--- src/sv/ssi_pkg.sv ---
// Package for the sorted integer set: capacity, widths, command and status codes,
// and the control struct that the top level sends to every cell.
// No dependencies.
`default_nettype none

package ssi_pkg;

  // Number of entries in the store, the count width that follows from it, and the value and output count widths.
  localparam int SET_CAPACITY = 64;
  localparam int CNT_W        = $clog2(SET_CAPACITY + 1);
  localparam int VAL_W        = 32;
  localparam int OUT_CNT_W    = 7;

  // Commands. The unused code acts as a membership query.
  typedef enum logic [1:0] {
    CMD_INSERT = 2'd0,
    CMD_REMOVE = 2'd1,
    CMD_QUERY  = 2'd2,
    CMD_SPARE  = 2'd3
  } ssi_cmd_t;

  // Result status codes.
  typedef enum logic [1:0] {
    ST_CHANGED   = 2'd0,
    ST_NO_CHANGE = 2'd1,
    ST_FULL      = 2'd2
  } ssi_status_t;

  // Per-cycle control broadcast to the cells.
  typedef struct packed {
    logic cmp;  // compare the stored entry against the broadcast value
    logic ins;  // open a gap at the insert position and write the value
    logic del;  // close the gap at the matching entry
  } ssi_ctl_t;

endpackage

`default_nettype wire

--- src/sv/ssi_cell.sv ---
// One cell of the sorted chain: holds one entry and its compare flags, and
// shifts with its neighbors on insert and remove. Depends on ssi_pkg.
`default_nettype none

module ssi_cell
  import ssi_pkg::*;
(
  input  wire logic                    clk,
  input  wire ssi_ctl_t                ctl,
  input  wire logic signed [VAL_W-1:0] key,
  input  wire logic                    cell_valid,
  input  wire logic signed [VAL_W-1:0] left_data,
  input  wire logic                    left_lt,
  input  wire logic signed [VAL_W-1:0] right_data,
  output logic signed [VAL_W-1:0]      data,
  output logic                         lt,
  output logic                         eq
);

  logic signed [VAL_W-1:0] data_r, data_nxt;
  logic                    lt_r, lt_nxt;
  logic                    eq_r, eq_nxt;

  // Compare phase sets the flags; update phase shifts or writes the entry.
  always_comb begin
    lt_nxt   = lt_r;
    eq_nxt   = eq_r;
    data_nxt = data_r;
    if (ctl.cmp) begin
      lt_nxt = cell_valid && (data_r < key);
      eq_nxt = cell_valid && (data_r == key);
    end
    if (ctl.ins) begin
      if (!left_lt) begin
        data_nxt = left_data;
      end else if (!lt_r) begin
        data_nxt = key;
      end
    end else if (ctl.del) begin
      if (!lt_r) begin
        data_nxt = right_data;
      end
    end
  end

  always_ff @(posedge clk) begin
    data_r <= data_nxt;
    lt_r   <= lt_nxt;
    eq_r   <= eq_nxt;
  end

  assign data = data_r;
  assign lt   = lt_r;
  assign eq   = eq_r;

endmodule

`default_nettype wire

--- config.mk ---
export PLATFORM = sky130hd
export DESIGN_NAME = ssi_cell
export DESIGN_NICKNAME = d
export VERILOG_FILES = /design/src/sv/ssi_pkg.sv /design/src/sv/ssi_cell.sv
export SDC_FILE = /design/constraint.sdc
export NUM_CORES = 1
export LEC_CHECK = 0
export ABC_AREA = 1
export BUFFER_PORTS_ARGS = -buffer_cell sky130_fd_sc_hd__buf_2
export CORE_UTILIZATION = 46
export CTS_CLUSTER_DIAMETER = 120
export DETAILED_ROUTE_END_ITERATION = 10
export PLACE_DENSITY = 0.81
export SKIP_LAST_GASP = 1
export SLEW_MARGIN = 10
export SYNTH_ARGS = -nofsm -noshare
export SYNTH_HDL_FRONTEND = slang
export SYNTH_SLANG_ARGS = --single-unit
export TNS_END_PERCENT = 100
--- constraint.sdc ---
create_clock -name clk -period 3.5 [get_ports clk]
set_input_delay 0.175 -clock clk [delete_from_list [all_inputs] [get_ports clk]]
set_output_delay 0.175 -clock clk [all_outputs]
set_load 0.05 [all_outputs]
# After elaboration in Yosys (flattened, before gate mapping)
# Index checks and enable logic that the tools add are counted.
totals:
  ff_bits: 34
  inputBits: 102
  out_inout_bits: 34
  wordCells: 16
op_classes:
  n_lt_le_gt_ge: 1
  reduce_logical: 4
  mux: 5
  n_eq_ne: 3
ops:
  columns: ["cell", "n"]
  rows:
  - ["32-bit two-way mux", 5]
  - ["32-bit equality test", 1]
  - ["32-bit less-than comparator", 1]
  - ["2-bit != test (second input constant)", 2]
  - ["3-bit AND reduction", 1]
  - ["1-bit logical AND", 2]
  - ["2-bit nonzero test", 1]

# Depth between registers and ports, before layout
# Gate-level depths: netlist of run 1.
logic_depth:
  depth_word: 3
  mapped_depth: 15

# Worst setup path after synthesis of run 1
# OpenSTA, ideal clock, no wires.
synth_timing:
  path_kind: "register to register"
  from: "register lt_r (netlist: lt)"
  to: "register data_r[0] (netlist: data[0]), enable pin"
  arrival_time_ns: 2.297
  path_slack_ns: 0.770
  path_stages_with_launch: 2
  period_less_slack_ns: 2.730
  path_buffers: 0
  cell_sequence: "edfxtp_1 -> o22ai_1"
synth_via:
  elab_chain_len: 2
synth_rtl:
  columns: ["element", "line", "source"]
  rows:
  - ["start, declared", "ssi_cell.sv:21", "logic lt_r, lt_nxt;"]
  - ["start signal, assigned", "ssi_cell.sv:48", "lt_r <= lt_nxt;"]
  - ["2-bit != test (no line)", null, null]
  - ["3-bit AND reduction (no line) (*)", null, null]
  - ["end signal, assigned", "ssi_cell.sv:47", "data_r <= data_nxt;"]
  - ["end, declared", "ssi_cell.sv:20", "logic signed [VAL_W-1:0] data_r, data_nxt;"]
# Every way passes the cells marked *; elsewhere a longest branch is shown, timed or not.
# A chain may end at the register's enable or synchronous reset.

# Final worst setup path of run 1
layout_timing:
  from: "input ctl[1] (netlist name)"
  to: "register data_r[24] (netlist: data[24]), enable pin"
layout_via:
  elab_chain_len: 2
layout_rtl:
  columns: ["element", "line", "source"]
  rows:
  - ["start, declared", "ssi_cell.sv:9", "input wire ssi_ctl_t ctl,"]
  - ["2-bit != test (no line) / 2-bit nonzero test (equally long branches)", null, null]
  - ["3-bit AND reduction (no line) (*)", null, null]
# Marked as above.

==> metrics.txt, run 1 <==
GPL Wtd Cong=0.823; Post-CTS Setup Bufs=0; TritonCTS clock tree=yes; DR vias=2655; Power Density=429 nW/um^2; Die Y=a little under 80 microns; Avg Cell Area, Syn=8.06 sq um; TritonRoute pass-1 iters=4; TNS Setup=0 ns; cell area after synthesis=2590 sq um; hold path start=ctl[2]; largest net degree at the start of global routing=35; Fin. Hold Viols=0; area share of the largest cell type after synthesis=39.5%; unrepaired setup endpoints after global routing=no; Fillers=470; RR Endpoint=lt$_DFFE_PP_; Yosys cell types=26; Core Box Area=5270 sq um; multi-input logic area=1380 sq um; Ports=136; Syn Inst Count=321; Worst Path Required=3.40 ns; Hold Path Depth=1; Slew @ Worst Pin=around 1.1 ns; Reg clk slew, reported paths=approximately 0.070 ns; sequential cell area fraction in the yosys report=39.5%; DR WL/cell=13.0 microns; Starting Density=49.1%; leakage=around 0.0018 uW; gr usage total=23.5%; DP Wirelength=5.02 mm; Worst VDD drop=0.275 mV; FF-to-FF setup slack=1.77 ns; Synth Net Count=455; Crit. End Element=flip-flop; FFs w/ async S/R, synth=0%; clk_lat worst skew=between 0.2 and 0.3 ns; Final min period=between 2 and 2.5 ns; Seq cells post-synth=34; first-pass GRT wire length=11.0 mm; DRC=0; Final Cycle Share=60.2%; Final Max Slew Viols=0; post-cts resize count=0; Worst Hold Endpoint=lt$_DFFE_PP_; Hold Crit Class=in2reg; layout cells sized above 1=a little over a third; FMAX=475 MHz; Util after Layout=65.5%; synth top area cells=edfxtp_1 (39%), ha_1 (15%), o21ai_1 (9.1%); Post-DRT Antenna Nets=0; CTS Buffer Depth=2; CTS buffer count=5; Setup Skew=0.00373 ns; initial antenna violation count=0; port bufs=about 140; # rows=26; CP Max Fanout=34; Remaining Overflow, GRT=0; Reg2Reg Depth=8; max cap viols=0; H-tree levels=2; Routed WL=6.79 mm; Slew HR=about a quarter; critical path class=in2reg; Post-synth EDFFs=34; Worst R2R Start=data[31]$_DFFE_PP_; status=complete, no violations; DR vias/cell=5.09; P&R area growth vs syn=33.4%; CTS Hold Bufs=0; fin nets=slightly below 600; commonest cells in the netlist=nand2_1 (61), o21ai_1 (47), nor2_1 (40); worst path arrival time=2.01 ns; Final setup viols=0; startpoint class of the critical path=primary input; Syn. warnings=0; sequential cell area=~1000 sq um; Main synth FF type=edfxtp_1; count leader, synth=nand2_1; vias in the first global route=2552; die area=5930 sq um; ANT cells=0; DIE WIDTH=77.0 microns; CTS root buf=clkbuf_8; CTS sink cnt=34; Yosys top cell by area=edfxtp_1; DR iter-0 viols=137
==> metrics by stage <==
step | worst slack [ns] | power, uW | area (sq um) | cells | hold WS (ns)
4_1_cts | 1.39 | 1490 | 3450 | 522 | 0.0979
3_5_place_dp | 1.08 | 1060 | 3320 | 514 | 0.400
5_1_grt | 1.22 | 1560 | 3450 | 522 | 0.101
6_report | 1.39 | 1480 | 3450 | 522 | 0.106
2_1_floorplan | 0.770 | 903 | 2590 | 321 | 0.287
3_3_place_gp | 1.18 | 1050 | 3320 | 514 | 0.394
==> worst max-delay path: stages <==
cell and delay, ns:
buf_2 0.46, inv_2 0.42, o22ai_4 0.93
==> how the worst max path moves through the flow <==
stage	to	start	cells after the start	slack [ns]
6_report	data[24]$_DFFE_PP_	ctl[1]	3	1.39
5_1_grt	data[25]$_DFFE_PP_	ctl[1]	3	1.22
4_1_cts	data[22]$_DFFE_PP_	ctl[1]	3	1.39
3_5_place_dp	data[17]$_DFFE_PP_	ctl[1]	3	1.08
3_3_place_gp	data[17]$_DFFE_PP_	ctl[1]	3	1.18
2_1_floorplan	data[0]$_DFFE_PP_	lt$_DFFE_PP_	1	0.77
==> layer usage <==
layer	track usage [%]	vias up	wire, microns
li1	-	1335	-
met5	0	-	0
met2	44.3	129	3280
met1	26.4	1182	2880
met4	7.55	0	102
met3	4.52	9	519
==> registers in the layout (all words and copies together) (netlist names) <==
| signal | count |
|---|---|
| eq | 1 |
| lt | 1 |
| data | 32 |
==> kinds of logic (layout without fill, tap and decap cells) <==
kind of cell / after synthesis / after routing / synth area share (%)
AOI/OAI and AO/OA: 85 / 85 / 17.4
adders and majority gates: 32 / 32 / 15.5
buffers and inverters: 54 / 185 / 7.84
DFF: 34 / 34 / 39.5
and+or+nand+nor: 116 / 116 / 19.8
==> power by group <==
part / internal, uW / leakage, uW / switching (uW)
combinational: 163 / 0.00139 / 355
clock: 282 / 0.0000658 / 147
sequential: 510 / 0.000341 / 24.8
==> cell type report <==
| class | count | area share (%) |
|---|---|---|
| inverter | 42 | 4.57 |
| clock buffer | 5 | 1.99 |
| timing repair buffer | 135 | 19.6 |
| tap | 70 | 2.54 |
| multi-input combinational | 233 | 39.9 |
| sequential | 34 | 29.6 |
| clock inverter | 3 | 1.85 |
==> cells in the final DEF (no fill, tap or decap) <==
master       n
bufinv_16    2
nor2_2       1
nand3_1      3
a21oi_4      1
o21a_2       1
clkinv_1     1
a21oi_1     13
nor3_1       1
ha_1        32
o22ai_4      1
nand2_1     61
inv_1       36
o21ai_1     47
nand4_4      1
a21oi_2      1
nand2_4      2
nor2_1      40
o21ai_0     19
and3_1       1
a21o_1       1
clkbuf_8     5
nor4_4       1
o21a_1       1
nand4_1      1
buf_2      135
nand2_2      3
inv_2        6
edfxtp_1    34
nor3_2       1
Note: power is estimated with default switching activity, not from simulation.
==> run 2: changes to the inputs <==
==> constraint.sdc (replaced) <==
create_clock -name clk -period 2.1 [get_ports clk]
set_input_delay 0.105 -clock clk [delete_from_list [all_inputs] [get_ports clk]]
set_output_delay 0.105 -clock clk [all_outputs]
set_load 0.05 [all_outputs]
==> run 2 against run 1 <==
Die area unchanged. Global-route usage grew 0.88 points. Sequential power rose by 66%. Final cell count up 0.38%. Largest cell class unchanged.
==> metrics.txt, run 2 (synthesized netlist as in run 1, its figures left out) <==
startpoint class of the critical path=flip-flop; Ports=roughly 140; number of flip-flops in the largest register=32; DR iter-0 viols=70; GPL Wtd Cong=0.796; ANT cells=0; CTS sink cnt=34; Worst Path Required=2.14 ns; Power Density=642 nW/um^2; Worst VDD drop=0.403 mV; TritonCTS clock tree=yes; sequential cell area=1020 sq um; TritonRoute pass-1 iters=4; max cap viols=0; DR vias/cell=~4.9; CTS Buffer Depth=2; port bufs=135; Fillers=467; Starting Density=49.1%; Die Y=77.0 microns; vias in the first global route=2702; Final Max Slew Viols=0; worst path arrival time=1.75 ns; # rows=26; DIE WIDTH=77.0 microns; DRC=0; Final Cycle Share=81.4%; Final setup viols=0; Reg clk slew, reported paths=0.07 ns; DR vias=2566; Crit. End Element=flip-flop; Slew @ Worst Pin=0.560 ns; CTS buffer count=5; P&R area growth vs syn=32.3%; Post-CTS Setup Bufs=0; multi-input logic area=around 1400 sq um; DR WL/cell=12.7 microns; Final min period=around 1.7 ns; fin nets=between 500 and 600; unrepaired setup endpoints after global routing=no; Fin. Hold Viols=0; status=complete, no violations; Hold Crit Class=in2reg; M1 GR Usage=28.6%; post-cts resize count=0; GR Layer Usage met2=between 40% and 50%; Routed WL=between 6 and 7 mm; critical path class=reg2reg; CTS Hold Bufs=0; initial antenna violation count=0; CP Max Fanout=2; leakage=approximately 0.0018 uW; H-tree levels=2; gr usage total=~24%; first-pass GRT wire length=11.5 mm; GRT Max-Usage Layer=met2; clk_lat worst skew=between 0.2 and 0.3 ns; met3 usage=approximately 5.4%; Setup Skew=0.00150 ns; Core Box Area=between 5000 and 6000 sq um; largest net degree at the start of global routing=33; commonest non-fill, non-tap cell in the layout=buf_2; TNS Setup=0 ns; Util after Layout=64.9%; die area=a little under 6000 sq um; layout cells sized above 1=35.9%; DP Wirelength=5.18 mm; FMAX=585 MHz; Post-DRT Antenna Nets=0; Remaining Overflow, GRT=0; CTS root buf=clkbuf_8; commonest cells after routing, fill and taps aside=buf_2 (135), nand2_1 (61), o21ai_1 (47); Slew HR=62.6%
run 2: cell count changes in the layout (fill, tap and decap cells not counted):
cell       previous run  this run
buf_4                 0         4
bufinv_16             2         0
run 2: area by class of cell:
type	count	area share (%)
flip-flops and latches	34	29.8
multi-input cells	233	40.2
clock buffers	5	2.01
clock inverters	1	0.110
inverters	42	4.61
repair buffers	139	20.6
well taps	70	2.56
run 2: final timing paths:
check	startpoint	endpoint	slack [ns]	cells after the start
hold reg to reg	data[31]$_DFFE_PP_	lt$_DFFE_PP_	0.87	5
setup / recovery	data[21]$_DFFE_PP_	lt$_DFFE_PP_	0.39	8
setup reg to reg	data[21]$_DFFE_PP_	lt$_DFFE_PP_	0.39	8
hold / removal	ctl[2]	eq$_DFFE_PP_	0.04	1
run 2: power by group:
part / internal [uW] / switching [uW]
sequential: 849 / 40.7
combinational: 278 / 587
clock: 216 / 226
total: 1340 / 853
run 2: worst max-delay path: stages (launching register included):
cell	delay, ns
edfxtp_1	0.42
ha_1	0.36
a21oi_1	0.18
o21a_1	0.14
nand2_2	0.07
a21oi_4	0.12
nand3_1	0.08
nand2_1	0.06
nor2_1	0.03
run 2: per-stage QoR:
stage	power, uW	hold slack (ns)	cell area [sq um]	setup WS, ns	instances
after floorplan	1510	0.217	2590	0.133	321
after global placement	1750	0.329	3350	0.449	518
after detailed placement	1770	0.327	3350	0.388	518
after CTS	2220	0.0300	3420	0.373	524
after global routing	2340	0.0186	3420	0.225	524
final	2200	0.0392	3420	0.391	524
run 2: per-layer routing:
layer	vias up	share of wire [%]
met5	-	0
li1	1339	-
met4	0	0.51
met2	89	51
met3	2	5.6
met1	1136	43
==> run 3: changes to the inputs <==
--- a/config.mk
+++ b/config.mk
@@ -5,12 +5,12 @@
 export SDC_FILE = /design/constraint.sdc
 export NUM_CORES = 1
 export LEC_CHECK = 0
-export ABC_AREA = 1
+export ABC_AREA = 0
 export BUFFER_PORTS_ARGS = -buffer_cell sky130_fd_sc_hd__buf_2
-export CORE_UTILIZATION = 46
+export CORE_UTILIZATION = 41
 export CTS_CLUSTER_DIAMETER = 120
 export DETAILED_ROUTE_END_ITERATION = 10
-export PLACE_DENSITY = 0.81
+export PLACE_DENSITY = 0.77
 export SKIP_LAST_GASP = 1
 export SLEW_MARGIN = 10
 export SYNTH_ARGS = -nofsm -noshare
==> constraint.sdc (replaced) <==
create_clock -name clk -period 1.4 [get_ports clk]
set_input_delay 0.07 -clock clk [delete_from_list [all_inputs] [get_ports clk]]
set_output_delay 0.07 -clock clk [all_outputs]
set_load 0.05 [all_outputs]
==> run 3 against run 2 <==
The run now ends with negative setup slack left. Setup slack worse by 0.82 ns. First-iteration DRC count down 39%. Hold slack worse by 0.0016 ns. Fmax down 6.3%. Die area up 9.5%. Via count down 6.3%. Register-to-register slack worse by 0.82 ns. Power up 67%.
==> metrics.txt, run 3 <==
DR WL/cell=about 13 microns; gr usage total=20.8%; CP Launch Point=data[11]$_DFFE_PP_; CTS root buf=clkbuf_8; switching pwr=1210 uW; clk_lat worst skew=0.29 ns; synth top area cells=edfxtp_1 (40%), ha_1 (16%), mux2i_1 (13%); unrepaired setup endpoints after global routing=yes; CTS sink cnt=34; Final Max Slew Viols=0; DR iter-0 viols=43; status=complete, but fails checks; Worst R2R Start=data[11]$_DFFE_PP_; critical path class=reg2reg; CP Max Fanout=3; Post-DRT Antenna Nets=0; power share of the clock group=29.6%; H-tree levels=2; Worst Path Required=1.54 ns; DP Wirelength=5.27 mm; sequential cell area fraction in the yosys report=40.3%; DR vias=2404; vias in the first global route=2401; port bufs=about 140; Slew HR=79.5%; Tot Pwr=3670 uW; number of buffers and inverters on the critical path=0; DIE WIDTH=80.6 microns; CTS buffer count=5; Syn Inst Count=262; number of flip-flops in the largest register=32; Core Box Area=5920 sq um; final worst slack=-0.424 ns; commonest cells in the netlist=a21oi_1 (48), inv_1 (35), edfxtp_1 (34), nor2_1 (34), mux2i_1 (33); fin nets=553; pre-CTS WS=-0.389 ns; Hold Crit Class=in2reg; Final setup viols=2; Main synth FF type=edfxtp_1; largest net degree at the start of global routing=25; Yosys cell types=25; Fillers=~500; CP max-delay cell=edfxtp_1; leakage=between 0.0015 and 0.002 uW; CTS Buffer Depth=2; Routed WL=6.43 mm; FMAX=548 MHz; TritonCTS clock tree=yes; worst path cell trace=ha_4, nand4_1, nor4_2, a22oi_1, a21oi_2, mux2i_1; Final min period=1.82 ns; Remaining Overflow, GRT=0; initial antenna violation count=0; CTS Hold Bufs=0; max cap viols=0; area share of the largest cell type after synthesis=40.3%; Syn. warnings=0; DR vias/cell=4.86; Yosys top cell by area=edfxtp_1; Power Density=~980 nW/um^2; TritonRoute pass-1 iters=4; Die Y=between 80 and 90 microns; crit-path leading delay family=simple AND/OR/NAND/NOR gates; FF-to-FF setup slack=-0.42 ns; ANT cells=0; failing checks=negative setup slack; GPL Wtd Cong=approximately 0.78; Slew @ Worst Pin=0.306 ns; Avg Cell Area, Syn=9.66 sq um; Reg power frac=between 30% and 40%; Final Cycle Share=130%; # rows=28; Synth Net Count=approximately 400; commonest cells after routing, fill and taps aside=buf_2 (135), a21oi_1 (46), inv_1 (35); worst path arrival time=around 2 ns; Ports=~140; cell area after synthesis=about 2500 sq um; Seq cells post-synth=34; commonest non-fill, non-tap cell in the layout=buf_2; Worst VDD drop=0.672 mV; P&R area growth vs syn=47.6%; post-route cell area=3740 sq um; Placement Cell Area=3580 sq um; Post-synth EDFFs=34; Starting Density=around 43%; die area=6490 sq um; count leader, synth=a21oi_1; Setup Skew=0.00622 ns; Sw Ratio=33.0%; CP max stage delay=0.43 ns; hold path start=ctl[2]; Fin. Hold Viols=0; DRC=0; Crit. End Element=flip-flop; layout cells sized above 1=between 40 and 50%; internal power=around 2500 uW; first-pass GRT wire length=10.3 mm; startpoint class of the critical path=flip-flop; Comb power frac=34.6%; Reg clk slew, reported paths=0.08 ns; FFs w/ async S/R, synth=0%
## run 3: cell types whose count changed in the layout (fill, tap and decap cells not counted), sizes merged, moves of 2 or more
cell and delta:
o21ai -61, nand2 -58, a21oi +35, mux2i +33, buf +22, inv -7
nor2 -7, nand4 +4, bufinv +2
## run 3: logic make-up after synthesis
kind of cell / share of synthesized area, %
muxes: 13.1
adders and majority gates: 15.8
and+or+nand+nor: 10.0
buffers and inverters: 7.02
DFF: 40.3
AOI/OAI and AO/OA: 13.7
## run 3: worst paths after layout
path | end | cells past startpoint
worst max-delay path | lt$_DFFE_PP_ | 6
worst min-delay path | lt$_DFFE_PP_ | 1
worst max register to register | lt$_DFFE_PP_ | 6
worst min register to register | eq$_DFFE_PP_ | 3
## run 3: worst register-to-register path: cells and delay by family (launching register included)
kind / cells / cell delay [ns]
multiplexers: 1 / 0.19
AND/OR/NAND/NOR: 2 / 0.48
AO/OA/AOI/OAI: 2 / 0.28
adder cells (fa/ha/maj): 1 / 0.30
flip-flops: 1 / 0.43
## run 3: power groups by stage
stage | Sequential, uW | Clock [uW] | Combinational [uW]
floorplan | 1670 | 0 | 466
finish | 1310 | 1090 | 1270
CTS | 1320 | 1100 | 1280
detailed placement | 1340 | 0 | 1270
global route | 1330 | 1140 | 1390
global placement | 1330 | 0 | 1250
## run 3: layer usage
layer	GRT usage [%]	vias up	routed length (microns)
li1	-	1251	-
met1	23.8	1066	2760
met2	38.6	74	3250
met3	2.73	13	286
met4	8.21	0	138
met5	0	-	0
## run 3: through the flow
stage | cells | setup TNS, ns | util (%) | hold slack [ns]
after floorplan | 262 | -14.03 | - | 0.182
after global placement | 487 | -0.664 | 60.5 | 0.318
after detailed placement | 487 | -0.769 | 60.5 | 0.326
after CTS | 495 | -0.783 | 63.1 | 0.0239
after global routing | 495 | -1.09 | 63.1 | 0.0279
final | 495 | -0.784 | 63.1 | 0.0376
## run 3: final cells by class
cell class | count | area [sq um] | share of cell area (%)
Multi-Input combinational cell | 182 | 1440 | 38.4
Sequential cell | 34 | 1020 | 27.3
Timing Repair Buffer | 161 | 921 | 24.6
Inverter | 35 | 131 | 3.52
Tap cell | 75 | 93.8 | 2.51
Clock buffer | 5 | 68.8 | 1.84
Clock inverter | 3 | 63.8 | 1.71
## run 3: timing repair
action,CTS,global route
pin swaps,3,10
gates resized for setup,2,1
buffers inserted,0,1
setup endpoints to repair,2,2
